File: src/rtl/sfr_pkg.sv
// Shared types and constants for the stream find-and-replace unit.
package sfr_pkg;

    // Character and register geometry
    localparam int CHAR_BITS   = 8;
    localparam int REG_CHARS   = 8;
    localparam int CFG_DATA_W  = REG_CHARS * CHAR_BITS;
    localparam int LEN_W       = 4;
    localparam int CFG_IDX_W   = 2;
    localparam int POS_W       = $clog2(REG_CHARS);

    // Configuration register indexes
    typedef enum logic [CFG_IDX_W-1:0] {
        CFG_KEY_LEN   = 2'd0,
        CFG_KEY_CHARS = 2'd1,
        CFG_REP_LEN   = 2'd2,
        CFG_REP_CHARS = 2'd3
    } cfg_index_t;

    // Input transaction
    typedef struct packed {
        logic [CHAR_BITS-1:0] in_char;
        logic                 char_present;
        logic                 string_end;
    } src_item_t;

    // Output transaction
    typedef struct packed {
        logic [CHAR_BITS-1:0] out_char;
        logic                 out_present;
        logic                 out_last;
    } dst_item_t;

    // Work handed from front to back: a run of characters, first one lowest
    typedef struct packed {
        logic [CFG_DATA_W-1:0] chars;
        logic [LEN_W-1:0]      count;
        logic                  last;
    } job_t;

endpackage

File: src/rtl/sfr_front.sv
// Front end: configuration registers, match window and job classification.
module sfr_front
    import sfr_pkg::*;
#(
    parameter int MAX_KEY_CHARS = 8
)
(
    input  logic                  clk,
    input  logic                  rst_n,
    input  logic                  cfg_write,
    input  logic [CFG_IDX_W-1:0]  cfg_index,
    input  logic [CFG_DATA_W-1:0] cfg_data,
    input  src_item_t             item,
    input  logic                  accept,
    output job_t                  job,
    output logic                  push
);

    localparam int CNT_W = $clog2(MAX_KEY_CHARS + 1);

    logic [LEN_W-1:0]      key_length_reg;
    logic [CFG_DATA_W-1:0] key_chars_reg;
    logic [LEN_W-1:0]      rep_length_reg;
    logic [CFG_DATA_W-1:0] rep_chars_reg;

    logic [CHAR_BITS-1:0]  window_reg  [MAX_KEY_CHARS];
    logic [CHAR_BITS-1:0]  window_next [MAX_KEY_CHARS];
    logic [CNT_W-1:0]      count_reg;
    logic [CNT_W-1:0]      count_next;

    logic [CHAR_BITS-1:0]  appended [MAX_KEY_CHARS];
    logic [CFG_DATA_W-1:0] appended_flat;
    logic [CFG_DATA_W-1:0] window_flat;
    logic [CNT_W-1:0]      cnt_plus;
    logic [CNT_W-1:0]      klen;
    logic [LEN_W-1:0]      rlen;
    logic                  key_hit;

    // Capture configuration writes
    always_ff @(posedge clk or negedge rst_n)
    begin
        if (!rst_n)
        begin
            key_length_reg <= '0;
            key_chars_reg  <= '0;
            rep_length_reg <= '0;
            rep_chars_reg  <= '0;
        end
        else if (cfg_write)
        begin
            unique case (cfg_index)
                CFG_KEY_LEN:   key_length_reg <= cfg_data[LEN_W-1:0];
                CFG_KEY_CHARS: key_chars_reg  <= cfg_data;
                CFG_REP_LEN:   rep_length_reg <= cfg_data[LEN_W-1:0];
                CFG_REP_CHARS: rep_chars_reg  <= cfg_data;
            endcase
        end
    end

    // Clamp oversized lengths to the window depth
    assign klen = (key_length_reg > LEN_W'(MAX_KEY_CHARS)) ? CNT_W'(MAX_KEY_CHARS)
                                                           : key_length_reg[CNT_W-1:0];
    assign rlen = (rep_length_reg > LEN_W'(MAX_KEY_CHARS)) ? LEN_W'(MAX_KEY_CHARS)
                                                           : rep_length_reg;
    assign cnt_plus = count_reg + CNT_W'(1);

    // Append the new character and compare the window against the key
    always_comb
    begin
        appended_flat = '0;
        window_flat   = '0;
        key_hit       = 1'b1;
        for (int i = 0; i < MAX_KEY_CHARS; i++)
        begin
            appended[i] = (CNT_W'(i) == count_reg) ? item.in_char : window_reg[i];
            appended_flat[i*CHAR_BITS +: CHAR_BITS] = appended[i];
            window_flat[i*CHAR_BITS +: CHAR_BITS]   = window_reg[i];
            if ((CNT_W'(i) < klen) &&
                (appended[i] != key_chars_reg[i*CHAR_BITS +: CHAR_BITS]))
            begin
                key_hit = 1'b0;
            end
        end
    end

    // Classify the transaction into a job and the next window
    // The window never holds a full key after a transaction, so appending
    // never needs room made first.
    always_comb
    begin
        job         = '0;
        job.last    = item.string_end;
        count_next  = count_reg;
        window_next = window_reg;
        if (item.char_present)
        begin
            window_next = appended;
            count_next  = '0;
            priority if (cnt_plus > klen)
            begin
                // key shorter than the window: pass everything through
                job.chars = appended_flat;
                job.count = LEN_W'(cnt_plus);
            end
            else if ((cnt_plus == klen) && key_hit)
            begin
                job.chars = rep_chars_reg;
                job.count = rlen;
            end
            else if (item.string_end)
            begin
                job.chars = appended_flat;
                job.count = LEN_W'(cnt_plus);
            end
            else if (cnt_plus == klen)
            begin
                // mismatch: release the oldest character, shift the rest down
                job.chars = appended_flat;
                job.count = LEN_W'(1);
                count_next = count_reg;
                for (int i = 0; i < MAX_KEY_CHARS - 1; i++)
                begin
                    window_next[i] = appended[i+1];
                end
            end
            else
            begin
                count_next = cnt_plus;
            end
        end
        else if (item.string_end)
        begin
            job.chars  = window_flat;
            job.count  = LEN_W'(count_reg);
            count_next = '0;
        end
    end

    assign push = accept && ((job.count != '0) || item.string_end);

    // Advance the window count
    always_ff @(posedge clk or negedge rst_n)
    begin
        if (!rst_n)
        begin
            count_reg <= '0;
        end
        else if (accept)
        begin
            count_reg <= count_next;
        end
    end

    // Hold window characters
    always_ff @(posedge clk)
    begin
        if (accept)
        begin
            window_reg <= window_next;
        end
    end

endmodule

File: src/rtl/sfr_queue.sv
// Small job queue between the front end and the back end.
module sfr_queue
    import sfr_pkg::*;
#(
    parameter int DEPTH = 2
)
(
    input  logic clk,
    input  logic rst_n,
    input  logic push,
    input  job_t push_job,
    output logic full,
    input  logic pop,
    output logic not_empty,
    output job_t pop_job
);

    localparam int PTR_W = $clog2(DEPTH);
    localparam int CNT_W = $clog2(DEPTH + 1);

    job_t             entry_reg [DEPTH];
    logic [PTR_W-1:0] wr_ptr_reg;
    logic [PTR_W-1:0] wr_ptr_next;
    logic [PTR_W-1:0] rd_ptr_reg;
    logic [PTR_W-1:0] rd_ptr_next;
    logic [CNT_W-1:0] fill_reg;
    logic [CNT_W-1:0] fill_next;

    assign full      = (fill_reg == CNT_W'(DEPTH));
    assign not_empty = (fill_reg != '0);
    assign pop_job   = entry_reg[rd_ptr_reg];

    // Advance pointers with wrap
    always_comb
    begin
        wr_ptr_next = wr_ptr_reg;
        rd_ptr_next = rd_ptr_reg;
        fill_next   = fill_reg;
        if (push)
        begin
            wr_ptr_next = (wr_ptr_reg == PTR_W'(DEPTH - 1)) ? '0 : wr_ptr_reg + PTR_W'(1);
        end
        if (pop)
        begin
            rd_ptr_next = (rd_ptr_reg == PTR_W'(DEPTH - 1)) ? '0 : rd_ptr_reg + PTR_W'(1);
        end
        if (push && !pop)
        begin
            fill_next = fill_reg + CNT_W'(1);
        end
        else if (pop && !push)
        begin
            fill_next = fill_reg - CNT_W'(1);
        end
    end

    always_ff @(posedge clk or negedge rst_n)
    begin
        if (!rst_n)
        begin
            wr_ptr_reg <= '0;
            rd_ptr_reg <= '0;
            fill_reg   <= '0;
        end
        else
        begin
            wr_ptr_reg <= wr_ptr_next;
            rd_ptr_reg <= rd_ptr_next;
            fill_reg   <= fill_next;
        end
    end

    // Store pushed jobs
    always_ff @(posedge clk)
    begin
        if (push)
        begin
            entry_reg[wr_ptr_reg] <= push_job;
        end
    end

endmodule

File: src/rtl/sfr_back.sv
// Back end: plays each job out one character per cycle, while dst is not stalled, into the output register.
module sfr_back
    import sfr_pkg::*;
(
    input  logic      clk,
    input  logic      rst_n,
    input  logic      job_valid,
    input  job_t      job_in,
    output logic      job_pop,
    output logic      dst_valid,
    input  logic      dst_stall,
    output dst_item_t dst_item
);

    logic                  active_reg;
    logic                  active_next;
    logic [CFG_DATA_W-1:0] chars_reg;
    logic [LEN_W-1:0]      count_reg;
    logic                  last_reg;
    logic [POS_W-1:0]      pos_reg;
    logic [POS_W-1:0]      pos_next;
    logic                  out_valid_reg;
    logic                  out_valid_next;
    dst_item_t             out_item_reg;
    dst_item_t             out_item_next;
    logic                  slot_free;
    logic                  final_char;

    assign slot_free  = !out_valid_reg || !dst_stall;
    assign job_pop    = !active_reg && job_valid;
    assign final_char = ((LEN_W'(pos_reg) + LEN_W'(1)) == count_reg);

    // Emit the next result of the current job
    always_comb
    begin
        active_next    = active_reg;
        pos_next       = pos_reg;
        out_valid_next = out_valid_reg;
        out_item_next  = out_item_reg;
        if (slot_free)
        begin
            out_valid_next = 1'b0;
            if (active_reg)
            begin
                out_valid_next = 1'b1;
                if (count_reg == '0)
                begin
                    // end of string with nothing left: bare end marker
                    out_item_next.out_char    = '0;
                    out_item_next.out_present = 1'b0;
                    out_item_next.out_last    = 1'b1;
                    active_next               = 1'b0;
                end
                else
                begin
                    out_item_next.out_char    = chars_reg[pos_reg*CHAR_BITS +: CHAR_BITS];
                    out_item_next.out_present = 1'b1;
                    out_item_next.out_last    = last_reg && final_char;
                    pos_next                  = pos_reg + POS_W'(1);
                    if (final_char)
                    begin
                        active_next = 1'b0;
                    end
                end
            end
        end
    end

    always_ff @(posedge clk or negedge rst_n)
    begin
        if (!rst_n)
        begin
            active_reg    <= 1'b0;
            out_valid_reg <= 1'b0;
        end
        else
        begin
            active_reg    <= job_pop ? 1'b1 : active_next;
            out_valid_reg <= out_valid_next;
        end
    end

    // Load a job or step through it; hold the output payload
    always_ff @(posedge clk)
    begin
        out_item_reg <= out_item_next;
        if (job_pop)
        begin
            chars_reg <= job_in.chars;
            count_reg <= job_in.count;
            last_reg  <= job_in.last;
            pos_reg   <= '0;
        end
        else
        begin
            pos_reg <= pos_next;
        end
    end

    assign dst_valid = out_valid_reg;
    assign dst_item  = out_item_reg;

endmodule

File: src/rtl/stream_find_and_replace_unit.sv
// Top level of the stream find-and-replace unit: front end, job queue, back end.
//
//   channel  direction  handshake              payload
//   src      in         src_valid / src_stall  src_item  (in_char, char_present, string_end)
//   dst      out        dst_valid / dst_stall  dst_item  (out_char, out_present, out_last)
//   cfg      in         cfg_valid / cfg_ready  cfg_index, cfg_data
//
// The front end takes one source transaction per cycle while the job queue has room.
// The back end loads a job only while it is idle and then emits that job's results in
// order; it takes no new job until the last result of the current one has been emitted.
// Reset clears the window count, the queue and the output valid; configuration is zero.
// A stall on dst holds the output register; the queue then fills and src_stall rises.
module stream_find_and_replace_unit
    import sfr_pkg::*;
#(
    parameter int MAX_KEY_CHARS = 8,
    parameter int QUEUE_DEPTH   = 2
)
(
    input  logic                  clk,
    input  logic                  rst_n,
    input  logic                  src_valid,
    output logic                  src_stall,
    input  src_item_t             src_item,
    output logic                  dst_valid,
    input  logic                  dst_stall,
    output dst_item_t             dst_item,
    input  logic                  cfg_valid,
    output logic                  cfg_ready,
    input  logic [CFG_IDX_W-1:0]  cfg_index,
    input  logic [CFG_DATA_W-1:0] cfg_data
);

    logic src_accept;
    logic job_push;
    job_t job_front;
    logic queue_full;
    logic queue_has_job;
    job_t job_back;
    logic job_pop;

    assign cfg_ready  = 1'b1;
    assign src_stall  = queue_full;
    assign src_accept = src_valid && !src_stall;

    sfr_front #(
        .MAX_KEY_CHARS (MAX_KEY_CHARS)
    ) u_front (
        .clk       (clk),
        .rst_n     (rst_n),
        .cfg_write (cfg_valid && cfg_ready),
        .cfg_index (cfg_index),
        .cfg_data  (cfg_data),
        .item      (src_item),
        .accept    (src_accept),
        .job       (job_front),
        .push      (job_push)
    );

    sfr_queue #(
        .DEPTH (QUEUE_DEPTH)
    ) u_queue (
        .clk       (clk),
        .rst_n     (rst_n),
        .push      (job_push),
        .push_job  (job_front),
        .full      (queue_full),
        .pop       (job_pop),
        .not_empty (queue_has_job),
        .pop_job   (job_back)
    );

    sfr_back u_back (
        .clk       (clk),
        .rst_n     (rst_n),
        .job_valid (queue_has_job),
        .job_in    (job_back),
        .job_pop   (job_pop),
        .dst_valid (dst_valid),
        .dst_stall (dst_stall),
        .dst_item  (dst_item)
    );

endmodule

File: config.mk
export PLATFORM = sky130hd
export DESIGN_NAME = stream_find_and_replace_unit
export DESIGN_NICKNAME = d
export VERILOG_FILES = /design/src/rtl/sfr_pkg.sv /design/src/rtl/sfr_front.sv /design/src/rtl/sfr_queue.sv /design/src/rtl/sfr_back.sv /design/src/rtl/stream_find_and_replace_unit.sv
export SDC_FILE = /design/constraint.sdc
export NUM_CORES = 1
export LEC_CHECK = 0
export BUFFER_PORTS_ARGS = -buffer_cell sky130_fd_sc_hd__clkbuf_2
export CORE_MARGIN = 5
export CORE_UTILIZATION = 60
export DETAILED_ROUTE_END_ITERATION = 10
export PLACE_DENSITY = 0.78
export SETUP_SLACK_MARGIN = 0.05
export SYNTH_ARGS = -nofsm -noshare
export SYNTH_HDL_FRONTEND = slang
export SYNTH_SLANG_ARGS = --single-unit
export TNS_END_PERCENT = 30
File: constraint.sdc
create_clock -name clk -period 15.1 [get_ports clk]
set_input_delay 1.51 -clock clk [delete_from_list [all_inputs] [get_ports clk]]
set_output_delay 1.51 -clock clk [all_outputs]
set_load 0.01 [all_outputs]
==> qor.yml <==
status:
  status: "completed"
logic_synthesis:
  synth-edff-count: 281
  synth_cell_types: 87
  avgSynthCellArea_um2: 14.1
  dominantRegCellSynth: "edfxtp_1"
  synth_nets: 1545
  synth_warnings: 0
  synth_async_sr_flop_share_pct: 34.0
  synth_top_cell_area_share_pct: 41.2
  synthCells: 1454
  synth_area_leaders: "edfxtp_1 41%, dfrtp_1 18%, mux2_2 11%"
  ys_ff_latch: 430
  netlist_area_um2: 20500
  yosys.area.top_type: "edfxtp_1"
  ys_seq_area_share_pct: 59.3
timing:
  hold_violations: 0
  fin_crit_ps: 5680
  worstMarginPinSlew_ps: 1280
  finalSetupTns_ps: 0
  fmax_ghz: 0.176
  period_share_pct: 37.6
  timing.slew.headroom_pct: 14.4
  setup_viol: 0
  drv_slew: 0
  skew_ps: 20.2
  rsz0062_at_grt: "false"
route:
  num_vias: 13300
  first_pass_iters: 7
  drc: 0
  antenna_left: 0
  finalWirelength_mm: 52.7
  vias_per_cell: 6.66
  wl_per_cell_um: 26.3
  drt_iter0_markers: 1751
clocking:
  post-cts-setup-buffers: 0
  cts-root-buf: "clkbuf_16"
  clk_latency_ps: 570
  clock_sinks: 430
  cts_max_path_buffers: 3
  h-tree-depth: 2
  cts_buffers: 45
  cts_tree: "done"
  hold_buffers: 0
  ctsResizeCount: 0
  cts.clk_slew.worst_paths_ps: 60
floorplanning:
  dieArea_um2: 37900
  die_w_um: 195
  rows: 67
  start_util_pct: 60.9
  boundaryPins: 94
  core_um2: 33600
  die_h_um: 195
setup_path:
  cp.arrival_ps: 6110
  startpoint_type: "input port"
  cp_cell_sequence: "clkbuf_2 -> clkinv_1 -> nand2_1 -> o21ai_0 -> a221o_1 -> a2111oi_2 -> o2111a_1 -> a21oi_2 -> o21ai_4 -> buf_4 -> mux2i_1 -> o221a_2"
  path_max_fanout: 78
  crit_path_end_kind: "flop"
  critPathMaxStageDelay_ps: 740
  required_ps: 15530
  worstSetupPathType: "in -> reg"
  cp_slowest_cell: "buf_4"
pwr:
  pwr-share-comb_pct: 28.7
  p_seq_share_pct: 44.7
  vdd_drop_max_uv: 142
  p_sw_share_pct: 32.0
  internal-power_mw: 2.81
  switchingPower_mw: 1.32
  p_leak_nw: 8.85
  power_density_nw_per_um2: 182
  pwr-share-clk_pct: 26.6
layout:
  layout.nets: 1608
  layout_common_cells: "281 x edfxtp_1, 207 x mux2_2, 145 x dfrtp_1"
  area_growth_pct: 11.1
  layout_commonest_cell: "edfxtp_1"
  drive_gt1_share_pct: 28.5
  largest_reg_flops: 138
  final_cell_count_no_fill: 2003
global_routing:
  grt_pass1_wl_mm: 81.0
  grt_start_max_net_pins: 79
  overflow: 0
  track_usage_pct: 27.5
  grt_pass1_vias: 13200
  grt_antenna_before_repair: 2
run:
  cap_violations: 0
hold_path:
  hp-class: "reg -> reg"
place:
  gp_congestion: 0.965
  port_buffers: 92
  dp_hpwl_mm: 35.7
  dp_cells: 1918
[final cells by class]
| type | count | area (um^2) |
|---|---|---|
| diodes | 1 | 2.50 |
| clock buffers | 63 | 1320 |
| clock inverters | 21 | 176 |
| fillers | 2380 | 10900 |
| inverters | 56 | 210 |
| multi-input cells | 878 | 7770 |
| flip-flops and latches | 430 | 12200 |
| well taps | 448 | 561 |
| repair buffers | 106 | 572 |
[logic make-up after synthesis]
logic type	Yosys count	share of synthesized area [%]
DFF	430	59.3
AOI/OAI and AO/OA	281	11.7
muxes	265	15.3
and+or+nand+nor	261	7.47
buffers and inverters	146	3.07
xor gates and xnor gates	60	2.57
adders and majority gates	10	0.611
other	1	0.0183
[stage by stage]
| stage | util (%) | cell area [um^2] | worst slack (ps) | hold WS [ps] | total power [mW] |
|---|---|---|---|---|---|
| 2_1_floorplan | - | 20500 | 5070 | 465 | 2.67 |
| 3_3_place_gp | 63.3 | 21300 | 9050 | 480 | 2.98 |
| 3_5_place_dp | 63.3 | 21300 | 9000 | 485 | 3.03 |
| 4_1_cts | 67.7 | 22800 | 9600 | 497 | 4.14 |
| 5_1_grt | 67.7 | 22800 | 9280 | 513 | 4.31 |
| 6_report | 67.7 | 22800 | 9420 | 496 | 4.13 |
[path summary, 6_finish.rpt]
kind	startpoint	cells after the start	slack, ps	end
worst max-delay path	src_item[3]	12	9420	u_front.window_flat[26]
worst max register to register	u_front.count_reg[0]	13	9510	u_front.window_flat[26]
worst min register to register	u_front.rep_chars_reg[36]	1	500	u_front.rep_chars_reg[36]
max in group asynchronous	rst_n	2	12710	u_front.rep_chars_reg[56]
min in group asynchronous	rst_n	1	960	u_front.rep_chars_reg[20]
worst min-delay path	u_front.rep_chars_reg[36]	1	500	u_front.rep_chars_reg[36]
[cells in the mapped netlist (all sizes together), types with 3 or more instances]
library cell and instances:
o21a 5, xnor2 19, and3 3, nor3b 6, o21ai 18, inv 55, nand3 20, o211ai 4
a21oi 29, o31ai 4, a22o 10, nand2 41, dfrtp 146, a31oi 16, mux2i 41, o41ai 6
mux2 208, a21o 10, nand3b 40, xor2 41, nand2b 14, edfxtp 281, buf 27, o22ai 23
a222oi 5, and2 50, a211o 9, o2bb2ai 4, clkbuf 63, a221o 57, o2111a 3, ha 10
mux4 16, a211oi 16, nor2b 3, o221a 43, nor2 52, nor4 9, nor3 8, dfxtp 3
[critical path: cells and delay by family]
family | cells | cell delay, ps
AOI/OAI and AO/OA | 7 | 1900
muxes | 1 | 690
buffers and inverters | 3 | 1770
and+or+nand+nor | 1 | 160
[power groups by stage]
stage	Clock, mW	Combinational, mW	Sequential, mW
floorplan	0	0.859	1.81
global placement	0	1.14	1.85
detailed placement	0	1.17	1.86
CTS	1.12	1.18	1.84
global route	1.16	1.27	1.87
finish	1.10	1.19	1.85
[per-layer routing]
| layer | routed length, um | track usage [%] | up-vias | part of all wire, % |
|---|---|---|---|---|
| met5 | 0 | 0 | - | 0 |
| met4 | 1770 | 8.64 | 0 | 3.4 |
| met3 | 4770 | 4.86 | 122 | 9.0 |
| met2 | 24500 | 42.8 | 761 | 46 |
| met1 | 21700 | 40.2 | 6660 | 41 |
| li1 | - | - | 5793 | - |
No activity file was read; power rests on OpenSTA's default activity.
